--- src/cwc_pkg.sv ---
// Shared types and constants for the congestion window controller.
// Holds the phase and action codes, register indexes and reset defaults.
// No dependencies.
package cwc_pkg;

    // Default widths of the window counters and of sequence numbers.
    localparam int WINDOW_BITS_DEFAULT = 16;
    localparam int SEQ_BITS_DEFAULT    = 32;

    // Configuration port.
    localparam int CFG_DATA_BITS = 16;
    localparam int CFG_ADDR_BITS = 1;

    typedef enum logic [CFG_ADDR_BITS-1:0] {
        REG_INITIAL_THRESHOLD = 1'b0,
        REG_MAX_WINDOW        = 1'b1
    } cfg_reg_t;

    // Reset values of the registers, in segments.
    localparam logic [CFG_DATA_BITS-1:0] DEFAULT_THRESHOLD  = 16'd128;
    localparam logic [CFG_DATA_BITS-1:0] DEFAULT_MAX_WINDOW = 16'd1024;

    // Number of duplicate acknowledgements that signals a loss.
    localparam logic [1:0] DUP_LIMIT = 2'd3;

    // Window inflation added on entry to fast recovery.
    localparam int RECOVERY_INFLATE = 3;

    typedef enum logic [1:0] {
        PH_SLOW_START = 2'd0,
        PH_AVOIDANCE  = 2'd1,
        PH_RECOVERY   = 2'd2
    } phase_t;

    typedef enum logic [2:0] {
        ACT_STALE     = 3'd0,
        ACT_DUPLICATE = 3'd1,
        ACT_LOSS      = 3'd2,
        ACT_ADVANCED  = 3'd3,
        ACT_TIMEOUT   = 3'd4
    } action_t;

endpackage

--- src/congestion_window_controller.sv ---
// Reno-style congestion window controller, counted in segments.
// Top level; depends on cwc_pkg for phase, action and register codes.
// Single module: input register, one pass of update logic, result register.

// The controller takes one event per request on the s_ channel: an
// acknowledgement with its sequence number (s_tuser low) or a retransmit
// timeout (s_tuser high). For every event it returns exactly one result on
// the m_ channel carrying the window, the slow start threshold, the phase,
// the oldest unacknowledged sequence number, the duplicate count, what the
// event did (m_tuser) and how many segments it acknowledged. A new event is
// accepted in every clock cycle while m_tready is high; each event passes
// from the input register to the result register. The state registers are
// updated in the same edge that loads the result, so a following event
// always sees the state left by the one before it. The result register and
// the input register form a two-deep pipeline, so the s_ side keeps
// accepting while a result waits, and stalls only when both stages are
// full. The max_window register is written through the cfg_ port and
// applies to the next event; writes to the initial_threshold address are
// ignored and the threshold is loaded from DEFAULT_THRESHOLD at every
// reset. The user must write configuration only while no event is in
// flight; the block itself does not enforce this.
module congestion_window_controller #(
    parameter int WINDOW_BITS = cwc_pkg::WINDOW_BITS_DEFAULT,
    parameter int SEQ_BITS    = cwc_pkg::SEQ_BITS_DEFAULT
) (
    input  logic                                     aclk,
    input  logic                                     aresetn,

    // Configuration write port.
    input  logic                                     cfg_we,
    input  logic [cwc_pkg::CFG_ADDR_BITS-1:0]        cfg_addr,
    input  logic [cwc_pkg::CFG_DATA_BITS-1:0]        cfg_wdata,

    // Event requests.
    input  logic                                     s_tvalid,
    output logic                                     s_tready,
    input  logic [((SEQ_BITS+7)/8)*8-1:0]            s_tdata,  // ack_seq, zero padded
    input  logic                                     s_tuser,  // mode

    // Result requests.
    output logic                                     m_tvalid,
    input  logic                                     m_tready,
    // From bit 0 up: window_size, threshold, phase, window_base, dup_count,
    // advanced_by, zero padding.
    output logic [((2*WINDOW_BITS+2*SEQ_BITS+4+7)/8)*8-1:0] m_tdata,
    output logic [2:0]                               m_tuser   // action
);
    import cwc_pkg::*;

    localparam int OUT_TDATA_BITS = ((2*WINDOW_BITS + 2*SEQ_BITS + 4 + 7) / 8) * 8;
    localparam int CMP_BITS       = (WINDOW_BITS > SEQ_BITS) ? WINDOW_BITS : SEQ_BITS;
    localparam logic [WINDOW_BITS-1:0] WIN_ONES = '1;

    // Grows a window by inc segments, saturating at the ceiling. A window
    // already at or above the ceiling stays where it is.
    function automatic logic [WINDOW_BITS-1:0] grow(
        input logic [WINDOW_BITS-1:0] w,
        input logic [WINDOW_BITS-1:0] cap,
        input logic [CMP_BITS-1:0]    inc
    );
        logic [CMP_BITS-1:0] room;
        logic [CMP_BITS-1:0] sum;
        room = CMP_BITS'(cap - w);
        sum  = CMP_BITS'(w) + inc;
        if (w >= cap) begin
            grow = w;
        end else if (inc >= room) begin
            grow = cap;
        end else begin
            grow = WINDOW_BITS'(sum);
        end
    endfunction

    // Input stage.
    logic                   in_valid_reg;
    logic                   mode_reg;
    logic [SEQ_BITS-1:0]    ack_reg;

    // Result stage.
    logic                   out_valid_reg;
    logic [WINDOW_BITS-1:0] res_window_reg;
    logic [WINDOW_BITS-1:0] res_thresh_reg;
    logic [1:0]             res_phase_reg;
    logic [SEQ_BITS-1:0]    res_base_reg;
    logic [1:0]             res_dup_reg;
    action_t                res_action_reg;
    logic [SEQ_BITS-1:0]    res_adv_reg;

    // Controller state.
    logic [WINDOW_BITS-1:0] max_window_reg;
    logic [WINDOW_BITS-1:0] cwnd_reg,   cwnd_next;
    logic [WINDOW_BITS-1:0] thresh_reg, thresh_next;
    phase_t                 phase_reg,  phase_next;
    logic [1:0]             dup_reg,    dup_next;
    logic [WINDOW_BITS-1:0] acc_reg,    acc_next;
    logic [SEQ_BITS-1:0]    base_reg,   base_next;
    action_t                action_next;
    logic [SEQ_BITS-1:0]    adv_next;

    logic                   advance;
    logic [WINDOW_BITS-1:0] cap;

    // The input stage moves forward when the result stage is empty or is
    // being drained in this cycle.
    assign advance  = in_valid_reg && (!out_valid_reg || m_tready);
    assign s_tready = !in_valid_reg || advance;

    // A ceiling of zero behaves as one segment.
    assign cap = (max_window_reg == '0) ? WINDOW_BITS'(1) : max_window_reg;

    always_comb begin
        logic [WINDOW_BITS-1:0] half;
        logic [WINDOW_BITS:0]   inflated;
        logic [WINDOW_BITS-1:0] grown;
        logic [WINDOW_BITS-1:0] acc_sum;
        logic [1:0]             dup_inc;

        cwnd_next   = cwnd_reg;
        thresh_next = thresh_reg;
        phase_next  = phase_reg;
        dup_next    = dup_reg;
        acc_next    = acc_reg;
        base_next   = base_reg;
        action_next = ACT_STALE;
        adv_next    = '0;

        half     = cwnd_reg >> 1;
        inflated = (WINDOW_BITS+1)'(half) + (WINDOW_BITS+1)'(RECOVERY_INFLATE);
        grown    = '0;
        acc_sum  = '0;
        dup_inc  = (dup_reg < DUP_LIMIT) ? dup_reg + 2'd1 : DUP_LIMIT;

        if (mode_reg) begin
            // Timeout: halve into the threshold (at least one) and restart.
            thresh_next = (half != '0) ? half : WINDOW_BITS'(1);
            cwnd_next   = WINDOW_BITS'(1);
            dup_next    = '0;
            phase_next  = PH_SLOW_START;
            acc_next    = '0;
            action_next = ACT_TIMEOUT;
        end else if (base_reg != '0 && ack_reg == base_reg - SEQ_BITS'(1)) begin
            // Duplicate of the last acknowledged segment.
            dup_next    = dup_inc;
            action_next = ACT_DUPLICATE;
            if (dup_inc == DUP_LIMIT) begin
                action_next = ACT_LOSS;
                if (phase_reg == PH_RECOVERY) begin
                    cwnd_next = grow(cwnd_reg, cap, CMP_BITS'(1));
                end else begin
                    thresh_next = half;
                    if (inflated > (WINDOW_BITS+1)'(cap)) begin
                        cwnd_next = (cap > cwnd_reg) ? cap : cwnd_reg;
                    end else begin
                        cwnd_next = WINDOW_BITS'(inflated);
                    end
                    phase_next = PH_RECOVERY;
                end
            end
        end else if (ack_reg >= base_reg) begin
            // New data acknowledged.
            adv_next    = ack_reg - base_reg + SEQ_BITS'(1);
            base_next   = ack_reg + SEQ_BITS'(1);
            dup_next    = '0;
            action_next = ACT_ADVANCED;
            case (phase_reg)
                PH_SLOW_START: begin
                    grown     = grow(cwnd_reg, cap, CMP_BITS'(adv_next));
                    cwnd_next = grown;
                    if (grown >= thresh_reg) begin
                        phase_next = PH_AVOIDANCE;
                    end
                    acc_next = '0;
                end
                PH_AVOIDANCE: begin
                    // Saturating accumulator; one segment of growth per window.
                    if (CMP_BITS'(adv_next) >= CMP_BITS'(WIN_ONES - acc_reg)) begin
                        acc_sum = WIN_ONES;
                    end else begin
                        acc_sum = acc_reg + WINDOW_BITS'(adv_next);
                    end
                    acc_next = acc_sum;
                    if (acc_sum >= cwnd_reg) begin
                        cwnd_next = grow(cwnd_reg, cap, CMP_BITS'(1));
                        acc_next  = '0;
                    end
                end
                default: begin
                    // Leaving fast recovery deflates to the threshold.
                    cwnd_next  = (thresh_reg != '0) ? thresh_reg : WINDOW_BITS'(1);
                    acc_next   = '0;
                    phase_next = PH_AVOIDANCE;
                end
            endcase
        end
    end

    always_ff @(posedge aclk) begin
        if (!aresetn) begin
            in_valid_reg   <= 1'b0;
            out_valid_reg  <= 1'b0;
            max_window_reg <= WINDOW_BITS'(DEFAULT_MAX_WINDOW);
            cwnd_reg       <= WINDOW_BITS'(1);
            thresh_reg     <= WINDOW_BITS'(DEFAULT_THRESHOLD);
            phase_reg      <= PH_SLOW_START;
            dup_reg        <= '0;
            acc_reg        <= '0;
            base_reg       <= '0;
        end else begin
            if (cfg_we) begin
                unique case (cfg_reg_t'(cfg_addr))
                    REG_INITIAL_THRESHOLD: begin
                        // Reset reloads the threshold from its default.
                    end
                    REG_MAX_WINDOW: begin
                        max_window_reg <= WINDOW_BITS'(cfg_wdata);
                    end
                endcase
            end

            if (s_tvalid && s_tready) begin
                in_valid_reg <= 1'b1;
            end else if (advance) begin
                in_valid_reg <= 1'b0;
            end

            if (advance) begin
                out_valid_reg <= 1'b1;
            end else if (m_tready) begin
                out_valid_reg <= 1'b0;
            end

            if (advance) begin
                cwnd_reg   <= cwnd_next;
                thresh_reg <= thresh_next;
                phase_reg  <= phase_next;
                dup_reg    <= dup_next;
                acc_reg    <= acc_next;
                base_reg   <= base_next;
            end
        end
    end

    // Payload registers.
    always_ff @(posedge aclk) begin
        if (s_tvalid && s_tready) begin
            mode_reg <= s_tuser;
            ack_reg  <= s_tdata[SEQ_BITS-1:0];
        end
        if (advance) begin
            res_window_reg <= cwnd_next;
            res_thresh_reg <= thresh_next;
            res_phase_reg  <= phase_next;
            res_base_reg   <= base_next;
            res_dup_reg    <= dup_next;
            res_action_reg <= action_next;
            res_adv_reg    <= adv_next;
        end
    end

    assign m_tvalid = out_valid_reg;
    assign m_tuser  = res_action_reg;
    assign m_tdata  = OUT_TDATA_BITS'({res_adv_reg, res_dup_reg, res_base_reg,
                                       res_phase_reg, res_thresh_reg, res_window_reg});

    // The window never collapses to zero segments.
    a_window_nonzero: assert property (@(posedge aclk) disable iff (!aresetn)
        cwnd_reg != '0)
        else $error("congestion window reached zero");

    // Fast recovery is only ever held with a saturated duplicate count.
    a_recovery_dup: assert property (@(posedge aclk) disable iff (!aresetn)
        phase_reg == PH_RECOVERY |-> dup_reg == DUP_LIMIT)
        else $error("fast recovery without three duplicates");

    // A timeout result always shows a restarted window in slow start.
    a_timeout_result: assert property (@(posedge aclk) disable iff (!aresetn)
        out_valid_reg && res_action_reg == ACT_TIMEOUT |->
            res_window_reg == WINDOW_BITS'(1) && res_phase_reg == PH_SLOW_START
            && res_dup_reg == '0)
        else $error("timeout result does not restart the window");

    // Only an advancing acknowledgement reports acknowledged segments.
    a_adv_only_on_advance: assert property (@(posedge aclk) disable iff (!aresetn)
        out_valid_reg && res_action_reg != ACT_ADVANCED |-> res_adv_reg == '0)
        else $error("advance count on a non-advancing event");

endmodule
--- config.mk ---
export PLATFORM = sky130hd
export DESIGN_NAME = congestion_window_controller
export DESIGN_NICKNAME = d
export VERILOG_FILES = /design/src/cwc_pkg.sv /design/src/congestion_window_controller.sv
export SDC_FILE = /design/constraint.sdc
export NUM_CORES = 1
export LEC_CHECK = 0
export BUFFER_PORTS_ARGS = -buffer_cell sky130_fd_sc_hd__buf_2
export CAP_MARGIN = 20
export CORE_ASPECT_RATIO = 1.2
export CORE_MARGIN = 1.5
export CORE_UTILIZATION = 62
export CTS_BUF_LIST = sky130_fd_sc_hd__clkbuf_16
export CTS_CLUSTER_DIAMETER = 100
export DETAILED_ROUTE_END_ITERATION = 7
export PLACE_DENSITY_LB_ADDON = 0.2
export SLEW_MARGIN = 20
export SYNTH_ARGS = -nofsm -noshare
export SYNTH_HDL_FRONTEND = slang
export SYNTH_SLANG_ARGS = --single-unit
--- constraint.sdc ---
create_clock -name aclk -period 15.8 [get_ports aclk]
set_clock_uncertainty 0.1 [all_clocks]
set_input_delay 2.37 -clock aclk [delete_from_list [all_inputs] [get_ports aclk]]
set_output_delay 2.37 -clock aclk [all_outputs]
set_load 0.1 [all_outputs]
==> flow_metrics.py <==
metrics = {
    "clock_tree": {
        "ctsHoldBuffers": 0,
        "tritoncts": "built",
        "clkSlewWorstSetupHoldPaths_ns": 0.06,
        "clockBufferDepth": 3,
        "clock_latency_ns": 0.58,
        "cts_setup_buffers": 0,
        "numCtsBuffers": 26,
        "htreeDepth": 1,
        "clock-root-buffer": "clkbuf_16",
        "cts_resized": 0,
        "cts.sinks": 238,
    },
    "status": {
        "outcome": "finished, final reports clean",
    },
    "synthesis": {
        "synth_edf_count": 136,
        "synth-main-ff-cell": "edfxtp_1",
        "yosys.area.top_type_share_pct": 19.7,
        "synth.largest_area_cell": "edfxtp_1",
        "synthCells": 2475,
        "synth_area_per_cell_um2": 8.37,
        "synth_cell_types": 94,
        "synthTopCellsByArea": "edfxtp_1 20%, ha_1 12%, dfxtp_1 9.9%, nand2_1 4.2%, xnor2_1 4.0%",
        "async_reset_ff_share_pct": 0,
        "yosysSeqAreaShare_pct": 29.6,
        "ys_seq_elements": 238,
        "syn_area_um2": 20700,
        "ys_warn_count": 0,
    },
    "hold_path": {
        "holdPathEnd": "thresh_reg[10]",
        "hp-class": "register to register",
        "holdPathStages": 2,
        "min_from": "thresh_reg[10]",
    },
    "power": {
        "ir_drop_uv": 102,
        "power_density_nw_per_um2": 118,
        "p_leak_nw": 9.43,
        "p_total_w": 0.00270,
    },
    "critical_path": {
        "crit-reg2reg-launch": "ack_reg[1]",
        "cp.required_ns": 16.03,
        "critPathArrivalTime_ns": 9.14,
        "reg2reg_setup_slack_ns": 6.89,
        "timing.rr.end": "res_window_reg[13]",
        "critPathKind": "register to register",
        "end_kind": "register",
        "cp_common_cell": "nand2_1",
        "critPathMaxFanout": 32,
        "slowest_stage": "xnor2_1",
        "critPathMaxStageDelay_ns": 0.65,
        "r2r_cells": 37,
        "worstSetupStartpointType": "register",
    },
    "floorplan": {
        "die_h_um": 203,
        "chipWidth_um": 170,
        "start_util_pct": 62.7,
        "die_area_um2": 34500,
        "num_rows": 73,
        "io_pins": 164,
        "core-area_um2": 33100,
    },
    "finish": {
        "post-route-util_pct": 68.8,
        "stdcell_count": 3045,
        "drive_above_1_share_pct": 11.6,
        "fin_nets": 2841,
        "final_common_cell": "nand2_1",
        "area_growth_pct": 9.81,
        "final_cell_mix": "231 x nand2_1, 220 x nor2_1, 195 x ha_1",
    },
    "route": {
        "post_drt_wl_per_cell_um": 26.3,
        "wirelength_um": 80200,
        "ant_nets": 0,
        "dr_total_vias": 21100,
        "via_per_inst": 6.92,
        "firstDrtPassIters": 8,
        "drtIter0Drc": 2300,
        "drc": 0,
    },
    "timing": {
        "fin_setup_tns_ns": 0,
        "period_share_pct": 56.4,
        "worst_slew_pin_slew_ns": 1.12,
        "setup_violations": 0,
        "slew_headroom_pct": 24.6,
        "slew_violations": 0,
        "max_freq_mhz": 112,
        "hold_violations": 0,
        "period_needed_ns": 8.91,
        "rsz0062_at_grt": "false",
    },
    "run": {
        "maxCapViolations": 0,
    },
    "placement": {
        "hpwl_um": 59800,
        "gp_congestion": 1.09,
        "port_buffers": 159,
        "placed_cells": 2993,
    },
    "global_route": {
        "grt_max_degree": 74,
        "antenna_found_initial": 2,
        "grt.total_usage_pct": 46.1,
        "first_global_vias": 20500,
        "grt_pass1_wl_um": 120000,
        "overflow": 0,
    },
}
-- final cells by class --
class | instances | area, um^2
fillers | 2618 | 10300
well taps | 450 | 563
inverters | 169 | 639
diodes | 3 | 7.51
flip-flops and latches | 238 | 6130
clock buffers | 26 | 651
clock inverters | 22 | 181
repair buffers | 208 | 1160
multi-input cells | 1929 | 13400
-- metal layers --
metal | part of all wire, % | vias up | track usage (%) | wire length, um
li1 | - | 9246 | - | -
met1 | 34 | 9807 | 48.8 | 27000
met2 | 46 | 1503 | 76.9 | 37300
met3 | 8.8 | 507 | 9.70 | 7060
met4 | 11 | 0 | 42.0 | 8800
met5 | 0 | - | 0 | 0
-- logic make-up after synthesis --
group	after synthesis	share of synthesized area [%]
fa+ha+maj	215	13.7
flops	238	29.6
simple gates	840	19.7
buf+inv	311	5.88
mux	92	4.53
other cells	1	0.0181
compound gates	635	20.6
xor+xnor	143	6.05
-- cell usage after synthesis, drive strengths merged (6+ instances only) --
cell type  count
buf           27
or2           11
o31ai         18
xnor2         95
nand3         77
dfxtp        102
ha           195
a211o          6
o21bai        14
o31a          14
o21a          16
o22ai         16
nor3          67
nand4         37
mux2i         78
nor3b         11
o41ai         10
o221ai         6
edfxtp       136
mux2          14
a22oi         12
xor2          48
or4           11
a2111oi       14
nor2b         14
a21o          39
a211oi        34
nor4b          7
and2          20
fa            19
nand2b        38
a32oi         13
a21oi        155
a221oi         9
o211ai        35
nor2         221
nand2        232
o2111ai       10
o21ai        133
inv          167
and3          33
or3           13
a31oi         21
clkbuf       115
nor4          27
-- through the flow --
step	cell area [um^2]	hold WS, ns	setup slack (ns)
global route	22700	0.418	6.28
floorplan	20700	0.324	8.01
finish	22700	0.402	6.89
CTS	22700	0.398	7.10
global placement	21900	0.373	7.52
detailed placement	21900	0.388	7.14
-- where the power goes --
part,switching (W),internal (W),leakage (nW)
Sequential,0.0000364,0.000701,2.14
Clock,0.000271,0.000333,0.425
Combinational,0.000915,0.000438,6.87
-- critical path, delay by kind of cell, from the launching register on --
kind,cells,cell delay [ns]
AOI/OAI and AO/OA,14,3.28
DFF,1,0.46
and+or+nand+nor,13,2.00
buffers and inverters,4,0.53
xor gates and xnor gates,1,0.65
adders and majority gates,5,1.59
-- worst max-delay path by stage --
stage | start | endpoint | slack [ns] | cells past startpoint
2_1_floorplan | max_window_reg[5] | res_phase_reg[0] | 8.01 | 35
3_3_place_gp | ack_reg[1] | res_window_reg[13] | 7.52 | 37
3_5_place_dp | ack_reg[1] | res_window_reg[13] | 7.14 | 37
5_1_grt | ack_reg[1] | res_window_reg[13] | 6.28 | 37
4_1_cts | ack_reg[1] | res_window_reg[13] | 7.10 | 37
6_report | ack_reg[1] | res_window_reg[13] | 6.89 | 37
No activity file was read; power rests on OpenSTA's default activity.
